### config.mk
export PLATFORM = sky130hd
export DESIGN_NAME = psvm_voice_store
export DESIGN_NICKNAME = d
export VERILOG_FILES = /design/src/rtl/polyphonic_sine_voice_mixer_core_macros.svh /design/src/rtl/psvm_pkg.sv /design/src/rtl/psvm_voice_store.sv
export SDC_FILE = /design/constraint.sdc
export NUM_CORES = 2
export LEC_CHECK = 0
export BUFFER_PORTS_ARGS = -buffer_cell sky130_fd_sc_hd__buf_2
export CAP_MARGIN = 20
export CORE_AREA = 10 10 545 547
export CTS_CLUSTER_DIAMETER = 30
export CTS_CLUSTER_SIZE = 10
export DETAILED_ROUTE_END_ITERATION = 6
export DIE_AREA = 0 0 555 557
export MAX_ROUTING_LAYER = met4
export PLACE_DENSITY = 0.45
export REMOVE_ABC_BUFFERS = 1
export SLEW_MARGIN = 20
export SYNTH_ARGS = -nofsm -noshare
export SYNTH_HDL_FRONTEND = slang
export SYNTH_SLANG_ARGS = --single-unit
### constraint.sdc
create_clock -name clk -period 2.45 [get_ports clk]
set_input_delay 0.245 -clock clk [delete_from_list [all_inputs] [get_ports clk]]
set_output_delay 0.245 -clock clk [all_outputs]
set_load 0.05 [all_outputs]
### src/rtl/polyphonic_sine_voice_mixer_core_macros.svh
// Assertion macros for the voice mixer core
`ifndef POLYPHONIC_SINE_VOICE_MIXER_CORE_MACROS_SVH
`define POLYPHONIC_SINE_VOICE_MIXER_CORE_MACROS_SVH

`ifndef SYNTHESIS
`define PSVM_ASSERT_SAME(label, ante, cons) \
    label: assert property (@(posedge clk) disable iff (!rst_n) (ante) |-> (cons)) \
        else $error("psvm assertion failed");
`define PSVM_ASSERT_NEXT(label, ante, cons) \
    label: assert property (@(posedge clk) disable iff (!rst_n) (ante) |=> (cons)) \
        else $error("psvm assertion failed");
`else
`define PSVM_ASSERT_SAME(label, ante, cons)
`define PSVM_ASSERT_NEXT(label, ante, cons)
`endif

`endif

### src/rtl/psvm_pkg.sv
package psvm_pkg;

    localparam int NUM_VOICES_DEF      = 32;
    localparam int PHASE_BITS_DEF      = 24;
    localparam int SINE_TABLE_BITS_DEF = 10;

    localparam int AMP_W    = 16;
    localparam int DUR_W    = 20;
    localparam int FRAMES_W = 20;
    localparam int STEP_W   = 23;
    localparam int VI_W     = 5;
    localparam int REQ_W    = 2;
    localparam int SINE_W   = 15;
    localparam int MAG_W    = AMP_W + SINE_W;
    localparam int PROD_W   = MAG_W + FRAMES_W;
    localparam int SAMPLE_W = 16;

    localparam int CFG_ADDR_W = 3;
    localparam int CFG_DATA_W = 32;

    localparam logic [REQ_W-1:0] REQ_TICK    = 2'd0;
    localparam logic [REQ_W-1:0] REQ_NOTE_ON = 2'd1;
    localparam logic [REQ_W-1:0] REQ_LOAD    = 2'd2;

    localparam logic REG_AMPLITUDE = 1'b0;
    localparam logic REG_DURATION  = 1'b1;

    localparam logic [AMP_W-1:0] AMP_RESET = 16'd13107;
    localparam logic [DUR_W-1:0] DUR_RESET = 20'd44100;

    localparam longint unsigned PI_HALF_Q30 = 64'd1686629713;
    localparam longint unsigned Q30_ONE     = 64'd1 << 30;

    typedef struct packed {
        logic [REQ_W-1:0]  req_type;
        logic [VI_W-1:0]   voice_index;
        logic [STEP_W-1:0] phase_increment;
    } req_t;

    typedef struct packed {
        logic signed [SAMPLE_W-1:0] sample;
        logic                       clipped;
    } rsp_t;

    typedef struct packed {
        logic phase;
        logic frames;
        logic step;
    } vs_we_t;

    function automatic logic [SINE_W-1:0] sine_entry(input int unsigned k,
                                                     input int unsigned stb);
        longint unsigned x;
        longint unsigned x2;
        longint unsigned h;
        longint unsigned s;
        longint unsigned v;
        x  = (PI_HALF_Q30 * 64'(k)) >> stb;
        x2 = (x * x) >> 30;
        h  = Q30_ONE - x2 / 64'd110;
        h  = Q30_ONE - ((x2 * h) >> 30) / 64'd72;
        h  = Q30_ONE - ((x2 * h) >> 30) / 64'd42;
        h  = Q30_ONE - ((x2 * h) >> 30) / 64'd20;
        h  = Q30_ONE - ((x2 * h) >> 30) / 64'd6;
        s  = (x * h) >> 30;
        v  = (s * 64'd32767 + (64'd1 << 29)) >> 30;
        if (v > 64'd32767)
        begin
            v = 64'd32767;
        end
        return v[SINE_W-1:0];
    endfunction

endpackage

### src/rtl/psvm_voice_store.sv
module psvm_voice_store
    import psvm_pkg::*;
#(
    parameter int NUM_VOICES = NUM_VOICES_DEF,
    parameter int PHASE_BITS = PHASE_BITS_DEF,
    parameter int VA_W       = 5
)
(
    input  logic                  clk,
    input  logic                  rst_n,
    input  logic                  rd_en,
    input  logic [VA_W-1:0]       rd_addr,
    output logic [PHASE_BITS-1:0] rd_phase,
    output logic [FRAMES_W-1:0]   rd_frames,
    output logic [STEP_W-1:0]     rd_step,
    input  vs_we_t                wr_en,
    input  logic [VA_W-1:0]       wr_addr,
    input  logic [PHASE_BITS-1:0] wr_phase,
    input  logic [FRAMES_W-1:0]   wr_frames,
    input  logic [STEP_W-1:0]     wr_step
);

    logic [PHASE_BITS-1:0] phase_mem  [NUM_VOICES];
    logic [FRAMES_W-1:0]   frames_mem [NUM_VOICES];
    logic [STEP_W-1:0]     step_mem   [NUM_VOICES];

    logic [NUM_VOICES-1:0] phase_vld_reg;
    logic [NUM_VOICES-1:0] frames_vld_reg;
    logic [NUM_VOICES-1:0] step_vld_reg;

    logic [PHASE_BITS-1:0] phase_q_reg;
    logic [FRAMES_W-1:0]   frames_q_reg;
    logic [STEP_W-1:0]     step_q_reg;
    logic                  phase_v_reg;
    logic                  frames_v_reg;
    logic                  step_v_reg;

    always_ff @(posedge clk or negedge rst_n)
    begin
        if (!rst_n)
        begin
            phase_vld_reg  <= '0;
            frames_vld_reg <= '0;
            step_vld_reg   <= '0;
        end
        else
        begin
            if (wr_en.phase)
            begin
                phase_vld_reg[wr_addr] <= 1'b1;
            end
            if (wr_en.frames)
            begin
                frames_vld_reg[wr_addr] <= 1'b1;
            end
            if (wr_en.step)
            begin
                step_vld_reg[wr_addr] <= 1'b1;
            end
        end
    end

    always_ff @(posedge clk)
    begin
        if (wr_en.phase)
        begin
            phase_mem[wr_addr] <= wr_phase;
        end
        if (wr_en.frames)
        begin
            frames_mem[wr_addr] <= wr_frames;
        end
        if (wr_en.step)
        begin
            step_mem[wr_addr] <= wr_step;
        end
        if (rd_en)
        begin
            phase_q_reg  <= phase_mem[rd_addr];
            frames_q_reg <= frames_mem[rd_addr];
            step_q_reg   <= step_mem[rd_addr];
            phase_v_reg  <= phase_vld_reg[rd_addr];
            frames_v_reg <= frames_vld_reg[rd_addr];
            step_v_reg   <= step_vld_reg[rd_addr];
        end
    end

    assign rd_phase  = phase_v_reg  ? phase_q_reg  : '0;
    assign rd_frames = frames_v_reg ? frames_q_reg : '0;
    assign rd_step   = step_v_reg   ? step_q_reg   : '0;

endmodule

* Word level (Yosys, flattened, before mapping) *
Memories as Yosys holds them, arrays and structs flattened. A register that Yosys moved wholly into a read port is not among the register bits.
Index checks and enable logic that the tools add are counted.

cells by class
  add/subtract/negate cells = 0
  $mul = 0
  divide/modulo/power cells = 0
  magnitude comparators = 3
  equal/unequal tests = 0
  shift operators = 0
  muxes and demuxes = 17
  bitwise operators = 3
  reduce and logical (&&, ||, !) cells = 1

operators with widths
  kind                                                                                 count
  32-bit bitwise OR                                                                    3
  24-bit two-way mux                                                                   1
  23-bit two-way mux                                                                   1
  20-bit two-way mux                                                                   1
  1-bit binary-select mux with 5-bit select                                            3
  5-bit by 6-bit less-than comparator with 1-bit output, second input constant         2
  1-bit two-way mux                                                                    10
  1-bit demux with 5-bit select                                                        1
  5-bit by 1-bit greater-or-equal comparator with 1-bit output, second input constant  1
  1-bit logical AND                                                                    1

word-level totals
  register bits after elaboration = 99
  bits in latches = 0
  RAM bits = 2144
  ROM bits = 0
  memories = 3

memories
  memory      words  bits a word  read ports  clocked after Yosys merged registers in  wr ports  line                    RTL
  phase_mem   32     24           1           1                                        1         psvm_voice_store.sv:23  logic [PHASE_BITS-1:0] phase_mem [NUM_VOICES];
  step_mem    32     23           1           1                                        1         psvm_voice_store.sv:25  logic [STEP_W-1:0] step_mem [NUM_VOICES];
  frames_mem  32     20           1           1                                        1         psvm_voice_store.sv:24  logic [FRAMES_W-1:0] frames_mem [NUM_VOICES];

* Depth between registers and ports, before layout *
  word-level depth = 5
  gate-level depth with buffers = 9

* Worst setup path before layout *
No wires, ideal clock.

  kind = input to register
  start point = input rd_addr[2]
  end point = register frames_q_reg[10] (read register of frames_mem), data pin
  library setup time = 0.260 ns
  data arrival time = 2.030 ns
  required time = 2.190 ns
  path slack = 0.160 ns
  stages = 5
  path through = clkbuf_1 -> buf_1 -> buf_2 -> mux4_2 -> mux2_2

RTL lines
  item             line                    RTL
  start, declared  psvm_voice_store.sv:12  input logic [VA_W-1:0] rd_addr,
  end, declared    psvm_voice_store.sv:32  logic [FRAMES_W-1:0] frames_q_reg;

* Worst setup path after layout *
  start point = input wr_addr[1]
  end point = memory step_mem[7][22], enable pin

RTL lines
  item             line                    RTL
  start, declared  psvm_voice_store.sv:17  input logic [VA_W-1:0] wr_addr,
  end, declared    psvm_voice_store.sv:25

No word-level cell before the write port.

==> metrics.yaml <==
hold_path_class: "in -> reg"
clk_path_buf_depth: 4
p_leak_nw: 38.0
peakVddDrop_v: 0.000589
swShare: 0.213
r2r-start: "step_mem[23][10]"
combPwrFrac: 0.050
r2r_cells: 3
ys_types: 32
intPower_mw: 90.3
synth_async_sr_flop_share: 0.0416
required_ns: 2.97
largest_reg_flops: 768
synth_top_area_frac: 0.753
wl_mm: 260
ys_warn_count: 0
fmax_mhz: 426
initial_core_util: 0.308
fin_nets: 4586
synth_top_area_cell: "edfxtp_1"
cts_buffers: 482
fin_util: 0.401
synth_ff_type: "edfxtp_1"
rrSetupSlack_ns: 0.44
row_count: 197
placedCellCount: 7719
core-area_mm2: 0.286
cp-end-kind: "flip-flop"
clkTransAtPathRegs_ns: 0.05
p_sw_mw: 24.4
synthAdderAreaFrac: 0
drt_first_iter_violations: 3535
period_minus_slack_ns: 2.35
rr_endpoint: "step_q_reg[10]"
synthCells: 3667
drc_errors: 0
grt.total_usage: 0.170
cts.sinks: 2310
rsz0062_at_grt: "false"
dieArea_mm2: 0.309
avgSynthCellArea_um2: 24.1
antenna_left: 0
setup_viol: 0
dr.pass1.iters: 5
synthXorXnorAreaFrac: 0
path_class: "in -> reg"
grt_max_degree: 58
top_regs: "phase_mem: 768 flops, step_mem: 736 flops, frames_mem: 640 flops"
worstPathCellList: "dlygate4sd3_1 -> buf_2 -> nand2_1 -> dlygate4sd3_1 -> nor2_1 -> buf_4 -> and2_2 -> buf_12"
syn_area_mm2: 0.0882
routedWlPerCell_um: 29.8
gp_congestion: 0.723
ys_seq_area_frac: 0.781
slowest_stage: "dlygate4sd3_1"
slew_headroom: 0.614
fin_cells: 8711
crit_end: "step_mem[7][22]"
grt_pass1_wl_mm: 364
finalHoldViolCount: 0
synth-simple-area-share: 0.0208
vias: 42900
power_density_mw_per_mm2: 1000
ios: 150
synth_compound_area_frac: 0.00611
synth_top_family_by_area: "multiplexers"
yosys_register_bits: 2310
cp_data_arrival_time_ns: 2.87
cts_tree: "built"
synthMuxAreaShare: 0.183
viasPerCell: 4.92
timing.setup.tns_ns: 0
antenna_found_initial: 44
startpoint: "wr_addr[1]"
area.growth.synth_to_final_pct: 30.0
finalCritPeriodShare: 0.958
cp_slowest_stage_delay_ns: 0.64
grt_pass1_vias: 46000
fin_worst_skew_ns: 0.104
slew_viol_final: 0
critPathLaunchType: "input port"
regMostFlops: "phase_mem"
synth-edff-count: 2214
drive_above_1_share: 0.438
die_y_um: 557
htreeDepth: 5
cap_violations: 0
synth_area_leaders: "edfxtp_1 75%, mux4_2 17%, dfrtp_1 2.7%"
die_w_um: 555
outcome: "completed"
crit_top_cell: "dlygate4sd3_1"
insertion_delay_ns: 0.95
worst_slew_pin_slew_ns: 0.579
critical_path.max_fanout: 23
clockRootBuffer: "clkbuf_16"
pwr-share-seq: 0.389
io_buffer_count: 149
place_hpwl_mm: 136
power_frac_clock: 0.561
grt-ovfl-total: 0
-- placed cells by master (no fill, tap or decap), drive strengths merged, types with 4 or more instances in the layout --
master	instances
a211oi	4
a21o	12
a221oi	16
a22oi	4
and2	167
buf	459
bufinv	68
clkbuf	553
clkinv	205
clkinvlp	58
dfrtp	96
diode	16
dlygate4sd3	79
edfxtp	2214
inv	15
mux2	83
mux2i	47
mux4	653
nand2b	4
nor2	43
o211ai	4
o21ai	10
o22ai	13
o31a	4
or2	85
-- power by group through the flow --
stage / sequential, mW / combinational (mW) / clock (mW)
global placement: 45.4 / 5.66 / 0
detailed placement: 45.4 / 5.71 / 0
finish: 44.7 / 5.74 / 64.3
global route: 44.7 / 6.16 / 67.6
CTS: 44.7 / 5.90 / 65.4
floorplan: 45.3 / 2.81 / 0
-- worst min path at each step --
stage / from / end / slack [ns] / cells past startpoint
after floorplan: rst_n / frames_vld_reg[0] / -0.05 / 0
final: wr_addr[4] / phase_vld_reg[5] / 0.10 / 6
after global placement: rst_n / frames_vld_reg[9] / 0.27 / 1
after detailed placement: rst_n / frames_vld_reg[9] / 0.28 / 1
after CTS: wr_addr[4] / phase_vld_reg[5] / 0.02 / 6
after global routing: wr_addr[0] / phase_vld_reg[4] / 0.07 / 5
-- timing repair --
item                                    CTS  global route
buffers inserted                          2             0
setup endpoints to repair                44             1
gates resized for setup                  14             1
hold buffers                             79             0
endpoints found under the hold margin  2322             0
-- per-layer routing --
layer	global-route usage	vias up	share of wire
li1	-	17500	-
met5	-	-	0
met2	0.275	1253	0.49
met1	0.224	23700	0.44
met4	0.0398	0	0.022
met3	0.0293	422	0.045
-- kinds of logic (layout without fill, tap and decap cells) --
kind of cell	after synthesis	count (layout)
multiplexers	783	783
AND/OR/NAND/NOR	311	311
AO/OA/AOI/OAI	73	73
other	0	16
flip-flops	2310	2310
buffers and inverters	190	1437
-- synth_stat cells (10+ instances only) --
cell	count
o22ai_1	13
buf_2	75
clkbuf_1	90
mux2i_1	47
dfrtp_1	96
a21o_1	12
nor2_1	43
buf_1	10
and2_1	167
a221oi_1	16
mux4_2	653
or2_2	85
mux2_2	83
buf_4	10
edfxtp_1	2214
-- worst max-delay path, delay by kind of cell --
family / cells / cell delay (ns)
buffers and inverters: 5 / 1.91
AND/OR/NAND/NOR: 3 / 0.67
-- per-stage QoR --
| step | cell area [um2] | worst slack [ns] | power (mW) | hold WS [ns] |
|---|---|---|---|---|
| after floorplan | 87400 | 0.550 | 48.1 | -0.0506 |
| after global placement | 97500 | -0.187 | 51.0 | 0.269 |
| after detailed placement | 97500 | -0.194 | 51.1 | 0.276 |
| after CTS | 115000 | 0.00579 | 116 | 0.0211 |
| after global routing | 115000 | 0.0110 | 118 | 0.0737 |
| final | 115000 | 0.103 | 115 | 0.103 |
-- final cells by class --
type / count / area [um2]
clock buffers: 550 / 12500
fillers: 25300 / 172000
repair buffers: 541 / 6120
flip-flops and latches: 2310 / 68900
diodes: 16 / 40.0
clock inverters: 345 / 3870
multi-input cells: 1167 / 18600
inverters: 1 / 6.26
well taps: 3781 / 4730
No activity file was read; power rests on OpenSTA's default activity.
