==> config.mk <==
export PLATFORM = sky130hd
export DESIGN_NAME = psvm_divider
export DESIGN_NICKNAME = d
export VERILOG_FILES = /design/src/rtl/polyphonic_sine_voice_mixer_core_macros.svh /design/src/rtl/psvm_pkg.sv /design/src/rtl/psvm_divider.sv
export SDC_FILE = /design/constraint.sdc
export NUM_CORES = 1
export LEC_CHECK = 0
export CAP_MARGIN = 25
export CORE_ASPECT_RATIO = 0.7
export CORE_MARGIN = 3
export CORE_UTILIZATION = 49
export CTS_CLUSTER_DIAMETER = 100
export CTS_CLUSTER_SIZE = 16
export DETAILED_ROUTE_END_ITERATION = 7
export DONT_BUFFER_PORTS = 1
export PLACE_DENSITY = 0.78
export SYNTH_ARGS = -nofsm -noshare
export SYNTH_HDL_FRONTEND = slang
export SYNTH_SLANG_ARGS = --single-unit
==> constraint.sdc <==
create_clock -name clk -period 2.6 [get_ports clk]
set_input_delay 0.52 -clock clk [delete_from_list [all_inputs] [get_ports clk]]
set_output_delay 0.52 -clock clk [all_outputs]
set_load 0.02 [all_outputs]
==> src/rtl/polyphonic_sine_voice_mixer_core_macros.svh <==
// Assertion macros for the voice mixer core
`ifndef POLYPHONIC_SINE_VOICE_MIXER_CORE_MACROS_SVH
`define POLYPHONIC_SINE_VOICE_MIXER_CORE_MACROS_SVH

`ifndef SYNTHESIS
`define PSVM_ASSERT_SAME(label, ante, cons) \
    label: assert property (@(posedge clk) disable iff (!rst_n) (ante) |-> (cons)) \
        else $error("psvm assertion failed");
`define PSVM_ASSERT_NEXT(label, ante, cons) \
    label: assert property (@(posedge clk) disable iff (!rst_n) (ante) |=> (cons)) \
        else $error("psvm assertion failed");
`else
`define PSVM_ASSERT_SAME(label, ante, cons)
`define PSVM_ASSERT_NEXT(label, ante, cons)
`endif

`endif

==> src/rtl/psvm_pkg.sv <==
package psvm_pkg;

    localparam int NUM_VOICES_DEF      = 32;
    localparam int PHASE_BITS_DEF      = 24;
    localparam int SINE_TABLE_BITS_DEF = 10;

    localparam int AMP_W    = 16;
    localparam int DUR_W    = 20;
    localparam int FRAMES_W = 20;
    localparam int STEP_W   = 23;
    localparam int VI_W     = 5;
    localparam int REQ_W    = 2;
    localparam int SINE_W   = 15;
    localparam int MAG_W    = AMP_W + SINE_W;
    localparam int PROD_W   = MAG_W + FRAMES_W;
    localparam int SAMPLE_W = 16;

    localparam int CFG_ADDR_W = 3;
    localparam int CFG_DATA_W = 32;

    localparam logic [REQ_W-1:0] REQ_TICK    = 2'd0;
    localparam logic [REQ_W-1:0] REQ_NOTE_ON = 2'd1;
    localparam logic [REQ_W-1:0] REQ_LOAD    = 2'd2;

    localparam logic REG_AMPLITUDE = 1'b0;
    localparam logic REG_DURATION  = 1'b1;

    localparam logic [AMP_W-1:0] AMP_RESET = 16'd13107;
    localparam logic [DUR_W-1:0] DUR_RESET = 20'd44100;

    localparam longint unsigned PI_HALF_Q30 = 64'd1686629713;
    localparam longint unsigned Q30_ONE     = 64'd1 << 30;

    typedef struct packed {
        logic [REQ_W-1:0]  req_type;
        logic [VI_W-1:0]   voice_index;
        logic [STEP_W-1:0] phase_increment;
    } req_t;

    typedef struct packed {
        logic signed [SAMPLE_W-1:0] sample;
        logic                       clipped;
    } rsp_t;

    typedef struct packed {
        logic phase;
        logic frames;
        logic step;
    } vs_we_t;

    function automatic logic [SINE_W-1:0] sine_entry(input int unsigned k,
                                                     input int unsigned stb);
        longint unsigned x;
        longint unsigned x2;
        longint unsigned h;
        longint unsigned s;
        longint unsigned v;
        x  = (PI_HALF_Q30 * 64'(k)) >> stb;
        x2 = (x * x) >> 30;
        h  = Q30_ONE - x2 / 64'd110;
        h  = Q30_ONE - ((x2 * h) >> 30) / 64'd72;
        h  = Q30_ONE - ((x2 * h) >> 30) / 64'd42;
        h  = Q30_ONE - ((x2 * h) >> 30) / 64'd20;
        h  = Q30_ONE - ((x2 * h) >> 30) / 64'd6;
        s  = (x * h) >> 30;
        v  = (s * 64'd32767 + (64'd1 << 29)) >> 30;
        if (v > 64'd32767)
        begin
            v = 64'd32767;
        end
        return v[SINE_W-1:0];
    endfunction

endpackage

==> src/rtl/psvm_divider.sv <==
module psvm_divider
    import psvm_pkg::*;
(
    input  logic              clk,
    input  logic              rst_n,
    input  logic              start,
    input  logic [PROD_W-1:0] dividend,
    input  logic [DUR_W-1:0]  divisor,
    output logic              busy,
    output logic              done,
    output logic [PROD_W-1:0] quotient
);

    localparam int CNT_W = $clog2(PROD_W + 1);
    localparam logic [CNT_W-1:0] LAST_STEP = CNT_W'(PROD_W - 1);

    logic              busy_reg;
    logic              done_reg;
    logic [CNT_W-1:0]  cnt_reg;
    logic [PROD_W-1:0] quo_reg;
    logic [DUR_W-1:0]  rem_reg;
    logic [DUR_W-1:0]  dsr_reg;
    logic [DUR_W:0]    shifted;
    logic [DUR_W:0]    trial;
    logic              take;

    assign shifted = {rem_reg, quo_reg[PROD_W-1]};
    assign trial   = shifted - {1'b0, dsr_reg};
    assign take    = !trial[DUR_W];

    always_ff @(posedge clk or negedge rst_n)
    begin
        if (!rst_n)
        begin
            busy_reg <= 1'b0;
            done_reg <= 1'b0;
            cnt_reg  <= '0;
        end
        else
        begin
            done_reg <= 1'b0;
            if (start)
            begin
                busy_reg <= 1'b1;
                cnt_reg  <= '0;
            end
            else if (busy_reg)
            begin
                cnt_reg <= cnt_reg + 1'b1;
                if (cnt_reg == LAST_STEP)
                begin
                    busy_reg <= 1'b0;
                    done_reg <= 1'b1;
                end
            end
        end
    end

    always_ff @(posedge clk)
    begin
        if (start)
        begin
            quo_reg <= dividend;
            rem_reg <= '0;
            dsr_reg <= divisor;
        end
        else if (busy_reg)
        begin
            rem_reg <= take ? trial[DUR_W-1:0] : shifted[DUR_W-1:0];
            quo_reg <= {quo_reg[PROD_W-2:0], take};
        end
    end

    assign busy     = busy_reg;
    assign done     = done_reg;
    assign quotient = quo_reg;

endmodule

* Word-level counts from Yosys, hierarchy flattened
Index checks and enable logic that the tools add are counted.
** Storage, ports and cells
- Register bits :: 99
- Latch bits :: 0
- Bits in writable memories :: 0
- Memory bits (read-only) :: 0
- Input port bits :: 74
- Output and inout bits :: 53
- Word-level logic and storage cells :: 22
- Memories :: 0
** Operators by class
- $add $sub $neg :: 2
- Multiply operators :: 0
- Divide/modulo/power cells :: 0
- $lt $le $gt $ge :: 0
- Eq/ne operators :: 1
- Shifts and indexed selects :: 0
- Mux-type cells :: 11
- Bitwise gates (word level) :: 0
- Reduce and logical (&&, ||, !) cells :: 2
** Operators by type and width (number)
- 51-bit two-way mux :: 2
- 21-bit by 20-bit subtractor with 21-bit output :: 1
- 20-bit two-way mux :: 1
- 6-bit two-way mux :: 2
- 6-bit by 1-bit adder with 6-bit output (second input constant) :: 1
- 6-bit equality test (second input constant) :: 1
- 1-bit two-way mux :: 6
- 2-bit nonzero test :: 1
- 1-bit logical NOT :: 1

* Depth between registers and ports, before layout
Gate-level depths: netlist of run 1.
- Depth after elaboration :: 4
- Mapped depth :: 11
- Depth with buffers taken out :: 10

* Worst setup path after synthesis of run 1
Ideal clock, no wire load.
- Path type :: reg-to-reg
- From :: register quo_reg[50], in the netlist quotient[50]
- To :: register rem_reg[9]
- Setup time :: 88 ps
- Arrival time :: 2523 ps
- Required time :: 2512 ps
- Setup slack :: -11 ps
- Cell stages (with the launch flop) :: 12
- Path buffers :: 1
- Clock period less this slack :: 2611 ps
- Cells stage by stage :: edfxtp_1 > inv_1 > ha_1 > fa_1 > nand2b_1 > a21oi_2 > o2111ai_2 > o21ai_4 > xor2_2 > buf_6 > nand2_1 > a311oi_2
** Between the ends
- Longest elaborated chain between the ends :: 2
** RTL lines
- start, declared :: line psvm_divider.sv:20 : logic [PROD_W-1:0] quo_reg;
- start signal, assigned :: line psvm_divider.sv:63 : quo_reg <= dividend;
- start signal, assigned :: line psvm_divider.sv:70 : quo_reg <= {quo_reg[PROD_W-2:0], take};
- 21-bit by 20-bit subtractor with 21-bit output :: line psvm_divider.sv:28 : assign trial = shifted - {1'b0, dsr_reg};
- 20-bit two-way mux :: line psvm_divider.sv:69 : rem_reg <= take ? trial[DUR_W-1:0] : shifted[DUR_W-1:0];
- end signal, assigned :: line psvm_divider.sv:69
- end, declared :: line psvm_divider.sv:21 : logic [DUR_W-1:0] rem_reg;
No other way between the ends.
A chain may end at the register's enable or synchronous reset.

* Worst setup path after layout of run 1
- From :: register quo_reg[50], in the netlist quotient[50]
- To :: register rem_reg[15]
Same word-level chain as after synthesis.

==> impl_metrics.json, run 1 <==
{
  "yosys-top-cells-count": "71 x edfxtp_1, 50 x mux2_2, 44 x nand2_1",
  "met2WireLength_mm": 5.233,
  "max_freq_ghz": 0.4042,
  "whs_ns": 0.2585,
  "reg2reg_depth": 11,
  "outcome": "complete, no violations",
  "setup_viol": 0,
  "wl_met1_mm": 5.140,
  "cts_sinks": 99,
  "cp_num_buf_inv": 3,
  "rows": 30,
  "hold-path-endpoint": "dsr_reg[12]",
  "netlist_instances": 440,
  "dp_hpwl_mm": 8.096,
  "synth_nets": 537,
  "top_layer": "met4",
  "finalCritPeriodShare": 0.9515,
  "htree_num_levels": 3,
  "yosys_warnings": 0,
  "r2r-start": "quotient[50]",
  "vdd_drop_max_uv": 371.3,
  "holdPathStages": 0,
  "slew_viol_final": 0,
  "finalNonFillerCells": 589,
  "cts_tree": "yes",
  "required_ns": 2.84,
  "synthArstFlopShare": 0.08081,
  "drive_gt1_frac": 0.2386,
  "synth_top_area_cell": "edfxtp_1",
  "core_area_sq_um": 9947,
  "slew_headroom": 0.5929,
  "drtIter0Drc": 221,
  "startpoint_type": "flip-flop",
  "vias_per_cell": 5.895,
  "n_antenna_cell": 0,
  "hold_class": "input pin to flip-flop",
  "power_density_nw_per_um2": 630.6,
  "ys_seq_area_frac": 0.5318,
  "grt_max_degree": 91,
  "fin_crit_ns": 2.474,
  "die_area_sq_um": 11770,
  "ys.flop_type": "edfxtp_1",
  "numPortBuffers": 0,
  "avgSynthCellArea_sq_um": 11.68,
  "slowest_delay_ns": 0.35,
  "largest_reg_flops": 51,
  "wl_mm": 11.29,
  "fp.dieW_um": 128.4,
  "ys_seq_elements": 99,
  "root_buffer": "clkbuf_16",
  "reg2reg_slack_ns": 0.13,
  "worst_path_max_delay_cell": "fa_2",
  "syn_area_sq_um": 5139,
  "synth_top_area_share": 0.4149,
  "maxCapViolations": 0,
  "ios": 127,
  "grt_usage": 0.1871,
  "power_leakage_nw": 2.260,
  "drt_pre_antenna_iters": 5,
  "insertion_delay_ns": 0.35,
  "gr-total-overflow": 0,
  "grt_pass1_wl_mm": 17.32,
  "via_count": 3472,
  "yosysMostFrequentCell": "edfxtp_1",
  "ys_types": 52,
  "cp_top_family": "compound AO/OA/AOI/OAI gates",
  "syn_to_final_growth_pct": 13.25,
  "worstSetupPathType": "flip-flop to flip-flop",
  "reg2reg_to": "rem_reg[15]",
  "clk_pin_slew_ns": 0.08,
  "synth_edf_count": 71,
  "initial_core_util": 0.5166,
  "cts_buffer_depth": 2,
  "postRouteAntennaNets": 0,
  "path_max_fanout": 6,
  "hp-start": "divisor[12]",
  "tightest_slew_ns": 0.6098,
  "synthTopCellsByArea": "edfxtp_1 41%, mux2_2 11%, dfxtp_1 7.8%, ha_1 5.4%, dfrtp_1 3.9%",
  "drcViolationCount": 0,
  "placed_cells": 570,
  "fin_nets": 553,
  "crit_chain": "inv_1 -> ha_1 -> fa_2 -> nand2b_4 -> a21oi_4 -> o2111ai_4 -> o21ai_4 -> buf_12 -> xor2_4 -> buf_4 -> a221o_1",
  "grt_antenna_before_repair": 0,
  "wl_per_cell_um": 19.17,
  "cts_made_buffers": 9,
  "place_congestion": 0.9879,
  "hold_violations": 0,
  "first_global_vias": 3394,
  "wl_met3_um": 842,
  "fin_worst_skew_ns": 0.008529,
  "cp.arrival_ns": 2.72,
  "die_y_um": 91.68,
  "setup.worst_path.end_class": "flip-flop"
}
## layer usage
layer | track usage | vias to the layer above
li1 | - | 1659
met1 | 0.2626 | 1682
met2 | 0.2803 | 124
met3 | 0.05763 | 7
met4 | 0.05300 | 0
met5 | 0 | -
## layout by cell type (no fill, tap or decap), types with 4 or more instances in the layout
cell type,synthesis,routed
inv_1,23,22
nor3_1,6,6
nand3_1,15,15
a21oi_1,22,21
a311oi_2,7,7
nand4_1,7,7
buf_4,1,21
nor2_1,27,27
dfxtp_1,20,20
clkbuf_16,0,9
nand2_1,44,44
dfrtp_1,8,8
o211ai_1,6,6
o311ai_1,0,4
xor2_1,15,15
mux2_2,50,50
nand2b_1,8,7
ha_1,22,22
edfxtp_1,71,71
o21ai_0,19,19
## worst max-delay path by stage
stage | start | to | slack [ns] | depth (start not counted)
finish | quotient[50] | rem_reg[15] | 0.13 | 11
global route | quotient[50] | rem_reg[18] | -0.005 | 12
CTS | dsr_reg[0] | rem_reg[3] | 0.03 | 10
detailed placement | quotient[50] | rem_reg[0] | -0.08 | 10
global placement | quotient[50] | rem_reg[4] | 0.07 | 10
floorplan | quotient[50] | rem_reg[9] | 0.01 | 11
## cells by family (layout without fill, tap and decap cells)
logic type	count (synthesis)	count (layout)	share of synthesized area
buffers and inverters	44	64	0.03677
AO/OA/AOI/OAI	81	81	0.1157
flip-flops	99	99	0.5318
XOR/XNOR	20	21	0.03701
multiplexers	50	50	0.1096
AND/OR/NAND/NOR	123	123	0.1118
adder cells (fa/ha/maj)	23	23	0.05746
## what timing repair did
action	CTS	global route
endpoints found under the hold margin	8	0
endpoints found under the setup margin	6	20
resized for setup	5	9
hold buffers	1	0
setup buffers	2	0
pin swaps	5	3
gates cloned	1	0
## where the power goes
part           switching (mW)  internal [mW]  total (mW)  leakage (nW)
clock                   0.653          0.686        1.34         0.146
sequential              0.182           1.83        2.01          1.00
combinational           0.155          0.163       0.318          1.11
## final cells by class
class / count / area [sq um]
Timing Repair Buffer: 25 / 227.7
Clock buffer: 9 / 225.2
Multi-Input combinational cell: 298 / 2307
Clock inverter: 7 / 80.08
Sequential cell: 99 / 2733
Tap cell: 128 / 160.2
Inverter: 23 / 86.33
Fill cell: 804 / 4128
## stage by stage
stage	area, sq um	worst slack [ns]	setup TNS (ns)	total power, mW	utilization
floorplan	5139	0.01480	0	2.266	-
global placement	5381	0.07302	0	2.333	0.5410
detailed placement	5381	-0.07616	-0.1482	2.348	0.5410
CTS	5776	0.02603	0	3.699	0.5806
global route	5819	-0.004937	-0.01561	3.805	0.5850
finish	5819	0.1262	0	3.670	0.5850
No activity file was read; power rests on OpenSTA's default activity.
==> run 2: changes to the inputs <==
SETUP_SLACK_MARGIN = 0.5   (was not set)
==> run 2 against run 1 <==
Compared with the run above: sequential power hardly changed; via count is the same; cell area fell by 0.99%; largest cell class unchanged; largest power group unchanged; highest routed layer unchanged.
==> impl_metrics.json, run 2 (synthesis results as in run 1) <==
{
  "outcome": "complete, no violations",
  "htree_num_levels": 3,
  "rows": 30,
  "cts_buffer_depth": 2,
  "required_ns": 2.82,
  "grt_pass1_wl_mm": 17.82,
  "tns_ns": 0,
  "ios": 127,
  "hold_violations": 0,
  "tightest_slew_ns": 0.4547,
  "power_leakage_nw": 2.229,
  "cts_tree": "yes",
  "p_sw_mw": 0.9558,
  "vdd_drop_max_uv": 358.9,
  "hold_class": "input pin to flip-flop",
  "drtIter0Drc": 290,
  "finalCritPeriodShare": 0.9417,
  "fin_worst_skew_ns": 0.01004,
  "via_count": 3472,
  "max_freq_ghz": 0.4084,
  "core_area_sq_um": 9947,
  "drcViolationCount": 0,
  "die_y_um": 91.68,
  "place_congestion": 0.9252,
  "rsz0062_at_grt": "yes",
  "clk_pin_slew_ns": 0.07,
  "path_max_fanout": 6,
  "grt_usage": 0.1879,
  "slew_headroom": 0.6968,
  "drive_gt1_frac": 0.2434,
  "combPwrFrac": 0.087,
  "fp.dieW_um": 128.4,
  "cp.arrival_ns": 2.67,
  "vias_per_cell": 5.945,
  "worstSetupPathType": "flip-flop to flip-flop",
  "num-fill-cells": 804,
  "root_buffer": "clkbuf_16",
  "final_common_cell": "edfxtp_1",
  "postRouteAntennaNets": 0,
  "layout_common_cells": "71 x edfxtp_1, 50 x mux2_2, 42 x nand2_1, 26 x nor2_1",
  "clkPwrFrac": 0.357,
  "grt_antenna_before_repair": 0,
  "drt_pre_antenna_iters": 4,
  "cts_sinks": 99,
  "cts_made_buffers": 9,
  "syn_to_final_growth_pct": 12.13,
  "dp_hpwl_mm": 7.937,
  "first_global_vias": 3404,
  "insertion_delay_ns": 0.34,
  "wl_mm": 11.13,
  "largest_reg_flops": 51,
  "wl_per_cell_um": 19.05,
  "swShare": 0.2640,
  "p_int_mw": 2.664,
  "slew_viol_final": 0,
  "n_antenna_cell": 0,
  "power.share.sequential": 0.556,
  "power.total_mw": 3.620,
  "setup_viol": 0,
  "power_density_nw_per_um2": 628.3,
  "maxCapViolations": 0,
  "gr-total-overflow": 0,
  "initial_core_util": 0.5166,
  "fin_crit_ns": 2.448,
  "die_area_sq_um": 11770,
  "numPortBuffers": 0,
  "fin_nets": 548,
  "grt_max_degree": 91,
  "startpoint_type": "flip-flop",
  "setup.worst_path.end_class": "flip-flop"
}
-- run 2: path summary, 6_finish.rpt --
kind                            cells past startpoint  slack, ns          end   startpoint
min in group asynchronous                           1       0.52   cnt_reg[3]        rst_n
worst min register to register                      2       0.50   rem_reg[2]   rem_reg[2]
worst min-delay path                                0       0.27  dsr_reg[12]  divisor[12]
worst max register to register                     10       0.15  rem_reg[15]   dsr_reg[0]
worst max-delay path                               10       0.15  rem_reg[15]   dsr_reg[0]
max in group asynchronous                           1       1.81   cnt_reg[4]        rst_n
-- run 2: stage by stage --
stage,utilization,hold WS [ns],setup slack [ns],instance area [sq um],instances
6_report,0.5792,0.2686,0.1515,5762,584
5_1_grt,0.5792,0.2534,0.05878,5762,584
3_5_place_dp,0.5358,0.2246,0.1334,5330,562
4_1_cts,0.5745,0.2525,0.1616,5714,582
2_1_floorplan,-,0.2244,0.1384,5177,440
3_3_place_gp,0.5358,0.2246,0.2068,5330,562
-- run 2: what timing repair did --
action,in CTS,in global routing
hold endpoints to repair,8,0
setup endpoints to repair,21,21
setup buffers,3,1
hold buffers,1,0
gates resized for setup,16,7
pin swaps,7,7
gates cloned,0,1
-- run 2: cell type report --
| cell class | instances | area [sq um] | share of cell area |
|---|---|---|---|
| flip-flops and latches | 99 | 2733 | 0.4743 |
| multi-input cells | 297 | 2307 | 0.4004 |
| well taps | 128 | 160.2 | 0.02780 |
| repair buffers | 21 | 176.4 | 0.03062 |
| inverters | 23 | 90.09 | 0.01564 |
| clock inverters | 7 | 70.07 | 0.01216 |
| clock buffers | 9 | 225.2 | 0.03909 |
-- run 2: power groups by stage --
stage | Combinational [mW] | Clock [mW] | Sequential, mW
global route | 0.346 | 1.39 | 2.03
global placement | 0.281 | 0 | 2.04
CTS | 0.307 | 1.33 | 2.01
finish | 0.314 | 1.29 | 2.01
detailed placement | 0.288 | 0 | 2.05
floorplan | 0.251 | 0 | 2.02
-- run 2: critical path: stages (launching register included) --
cell	delay (ns)
edfxtp_1	0.37
ha_2	0.21
fa_2	0.36
nand2b_4	0.17
a21oi_4	0.15
o2111ai_4	0.17
o21ai_4	0.21
xnor2_2	0.12
buf_6	0.15
and3_1	0.16
a221o_1	0.26
-- run 2: per-layer routing --
metal	share of wire	up-vias	track usage
li1	-	1645	-
met1	0.46	1678	0.2740
met2	0.46	131	0.2682
met3	0.066	18	0.06054
met4	0.015	0	0.05212
met5	0	-	0
==> run 3: changes to the inputs <==
CELL_PAD_IN_SITES_DETAIL_PLACEMENT = 0   (was not set)
CELL_PAD_IN_SITES_GLOBAL_PLACEMENT = 1   (was not set)
PLACE_DENSITY = 0.9   (was 0.78)
clock period = 2.7 ns   (was 2.6 ns; I/O delays follow)
==> run 3 against run 2 <==
Compared with the run above: worst hold slack improved by 0.018 ns; power fell by 3.0%; first-iteration DRC count rose by 19%; critical endpoint unchanged.
==> impl_metrics.json, run 3 (synthesis results as in run 1) <==
{
  "power_density_nw_per_um2": 612.1,
  "slowest_delay_ns": 0.37,
  "worst_path_max_delay_cell": "edfxtp_1",
  "grt_pass1_wl_mm": 17.02,
  "cp_num_buf_inv": 1,
  "fin_nets": 542,
  "tightest_slew_ns": 0.6364,
  "cp.arrival_ns": 2.70,
  "via_count": 3412,
  "cts_made_buffers": 9,
  "tns_ns": 0,
  "final_common_cell": "edfxtp_1",
  "placed_area_sq_um": 5293,
  "rows": 30,
  "drcViolationCount": 0,
  "gr-total-overflow": 0,
  "fin_worst_skew_ns": 0.01323,
  "maxCapViolations": 0,
  "setup_viol": 0,
  "cts_buffer_depth": 2,
  "drtIter0Drc": 346,
  "layout_common_cells": "71 x edfxtp_1, 50 x mux2_2, 39 x nand2_1, 26 x nor2_1, 22 x inv_1",
  "slew_viol_final": 0,
  "hold_violations": 0,
  "cp_top_family": "compound AO/OA/AOI/OAI gates",
  "whs_ns": 0.2866,
  "clk_pin_slew_ns": 0.07,
  "worstSetupPathType": "flip-flop to flip-flop",
  "fin_crit_ns": 2.463,
  "wl_mm": 10.87,
  "rsz0062_at_grt": "yes",
  "numPortBuffers": 0,
  "hold_class": "input pin to flip-flop",
  "slew_headroom": 0.5757,
  "drive_gt1_frac": 0.2556,
  "postRouteAntennaNets": 0,
  "initial_core_util": 0.5166,
  "n_antenna_cell": 0,
  "max_freq_ghz": 0.4061,
  "insertion_delay_ns": 0.35,
  "cts_tree": "yes",
  "ios": 127,
  "vias_per_cell": 5.903,
  "outcome": "complete, no violations",
  "place_congestion": 0.8521,
  "drt_pre_antenna_iters": 5,
  "fp.dieW_um": 128.4,
  "startpoint_type": "flip-flop",
  "vdd_drop_max_uv": 373.2,
  "die_area_sq_um": 11770,
  "path_max_fanout": 8,
  "final_area_sq_um": 5737,
  "die_y_um": 91.68,
  "crit_chain": "ha_2 -> fa_2 -> nand2b_4 -> a21oi_4 -> o2111ai_4 -> o21ai_4 -> xnor2_2 -> buf_6 -> and3_4 -> a221o_1",
  "required_ns": 2.94,
  "syn_to_final_growth_pct": 11.64,
  "wl_per_cell_um": 18.81,
  "dp_hpwl_mm": 7.822,
  "root_buffer": "clkbuf_16",
  "finalCritPeriodShare": 0.9121,
  "first_global_vias": 3297,
  "grt_antenna_before_repair": 0,
  "grt_usage": 0.1824,
  "power_leakage_nw": 2.186,
  "grt_max_degree": 91,
  "cts_sinks": 99,
  "htree_num_levels": 3,
  "largest_reg_flops": 51,
  "core_area_sq_um": 9947,
  "setup.worst_path.end_class": "flip-flop"
}
==> run 3: through the flow <==
stage	utilization	total power, mW	worst slack, ns	cells
finish	0.5767	3.511	0.2373	578
global route	0.5767	3.652	0.1313	578
CTS	0.5733	3.551	0.2519	577
detailed placement	0.5321	2.247	0.2372	557
global placement	0.5321	2.234	0.2747	557
floorplan	-	2.187	0.2384	440
==> run 3: worst paths after layout <==
kind | cells after the start | end | startpoint | slack [ns]
max | 10 | rem_reg[15] | dsr_reg[0] | 0.24
min | 0 | dsr_reg[14] | divisor[14] | 0.29
max reg2reg | 10 | rem_reg[15] | dsr_reg[0] | 0.24
min reg2reg | 2 | rem_reg[3] | rem_reg[3] | 0.50
max in group asynchronous | 1 | cnt_reg[2] | rst_n | 1.89
min in group asynchronous | 1 | done | rst_n | 0.54
==> run 3: timing repair <==
action	CTS	global route
setup endpoints to repair	21	21
pin swaps	7	6
hold endpoints to repair	8	0
buffers inserted	3	0
gates cloned	0	1
hold buffers	1	0
resized for setup	14	12
==> run 3: area by class of cell <==
cell class	count	area [sq um]
Fill cell	789	4210
Multi-Input combinational cell	297	2321
Timing Repair Buffer	15	127.6
Clock buffer	9	225.2
Inverter	23	90.09
Sequential cell	99	2733
Clock inverter	7	80.08
Tap cell	128	160.2
==> run 3: where the power goes <==
| group | internal, mW | switching (mW) |
|---|---|---|
| Clock | 0.659 | 0.621 |
| Combinational | 0.149 | 0.146 |
| Sequential | 1.76 | 0.174 |
==> run 3: layer usage <==
metal,global-route usage,share of wire
met2,0.2691,0.47
met4,0.04505,0.015
met1,0.2592,0.45
met3,0.06112,0.067
met5,0,0
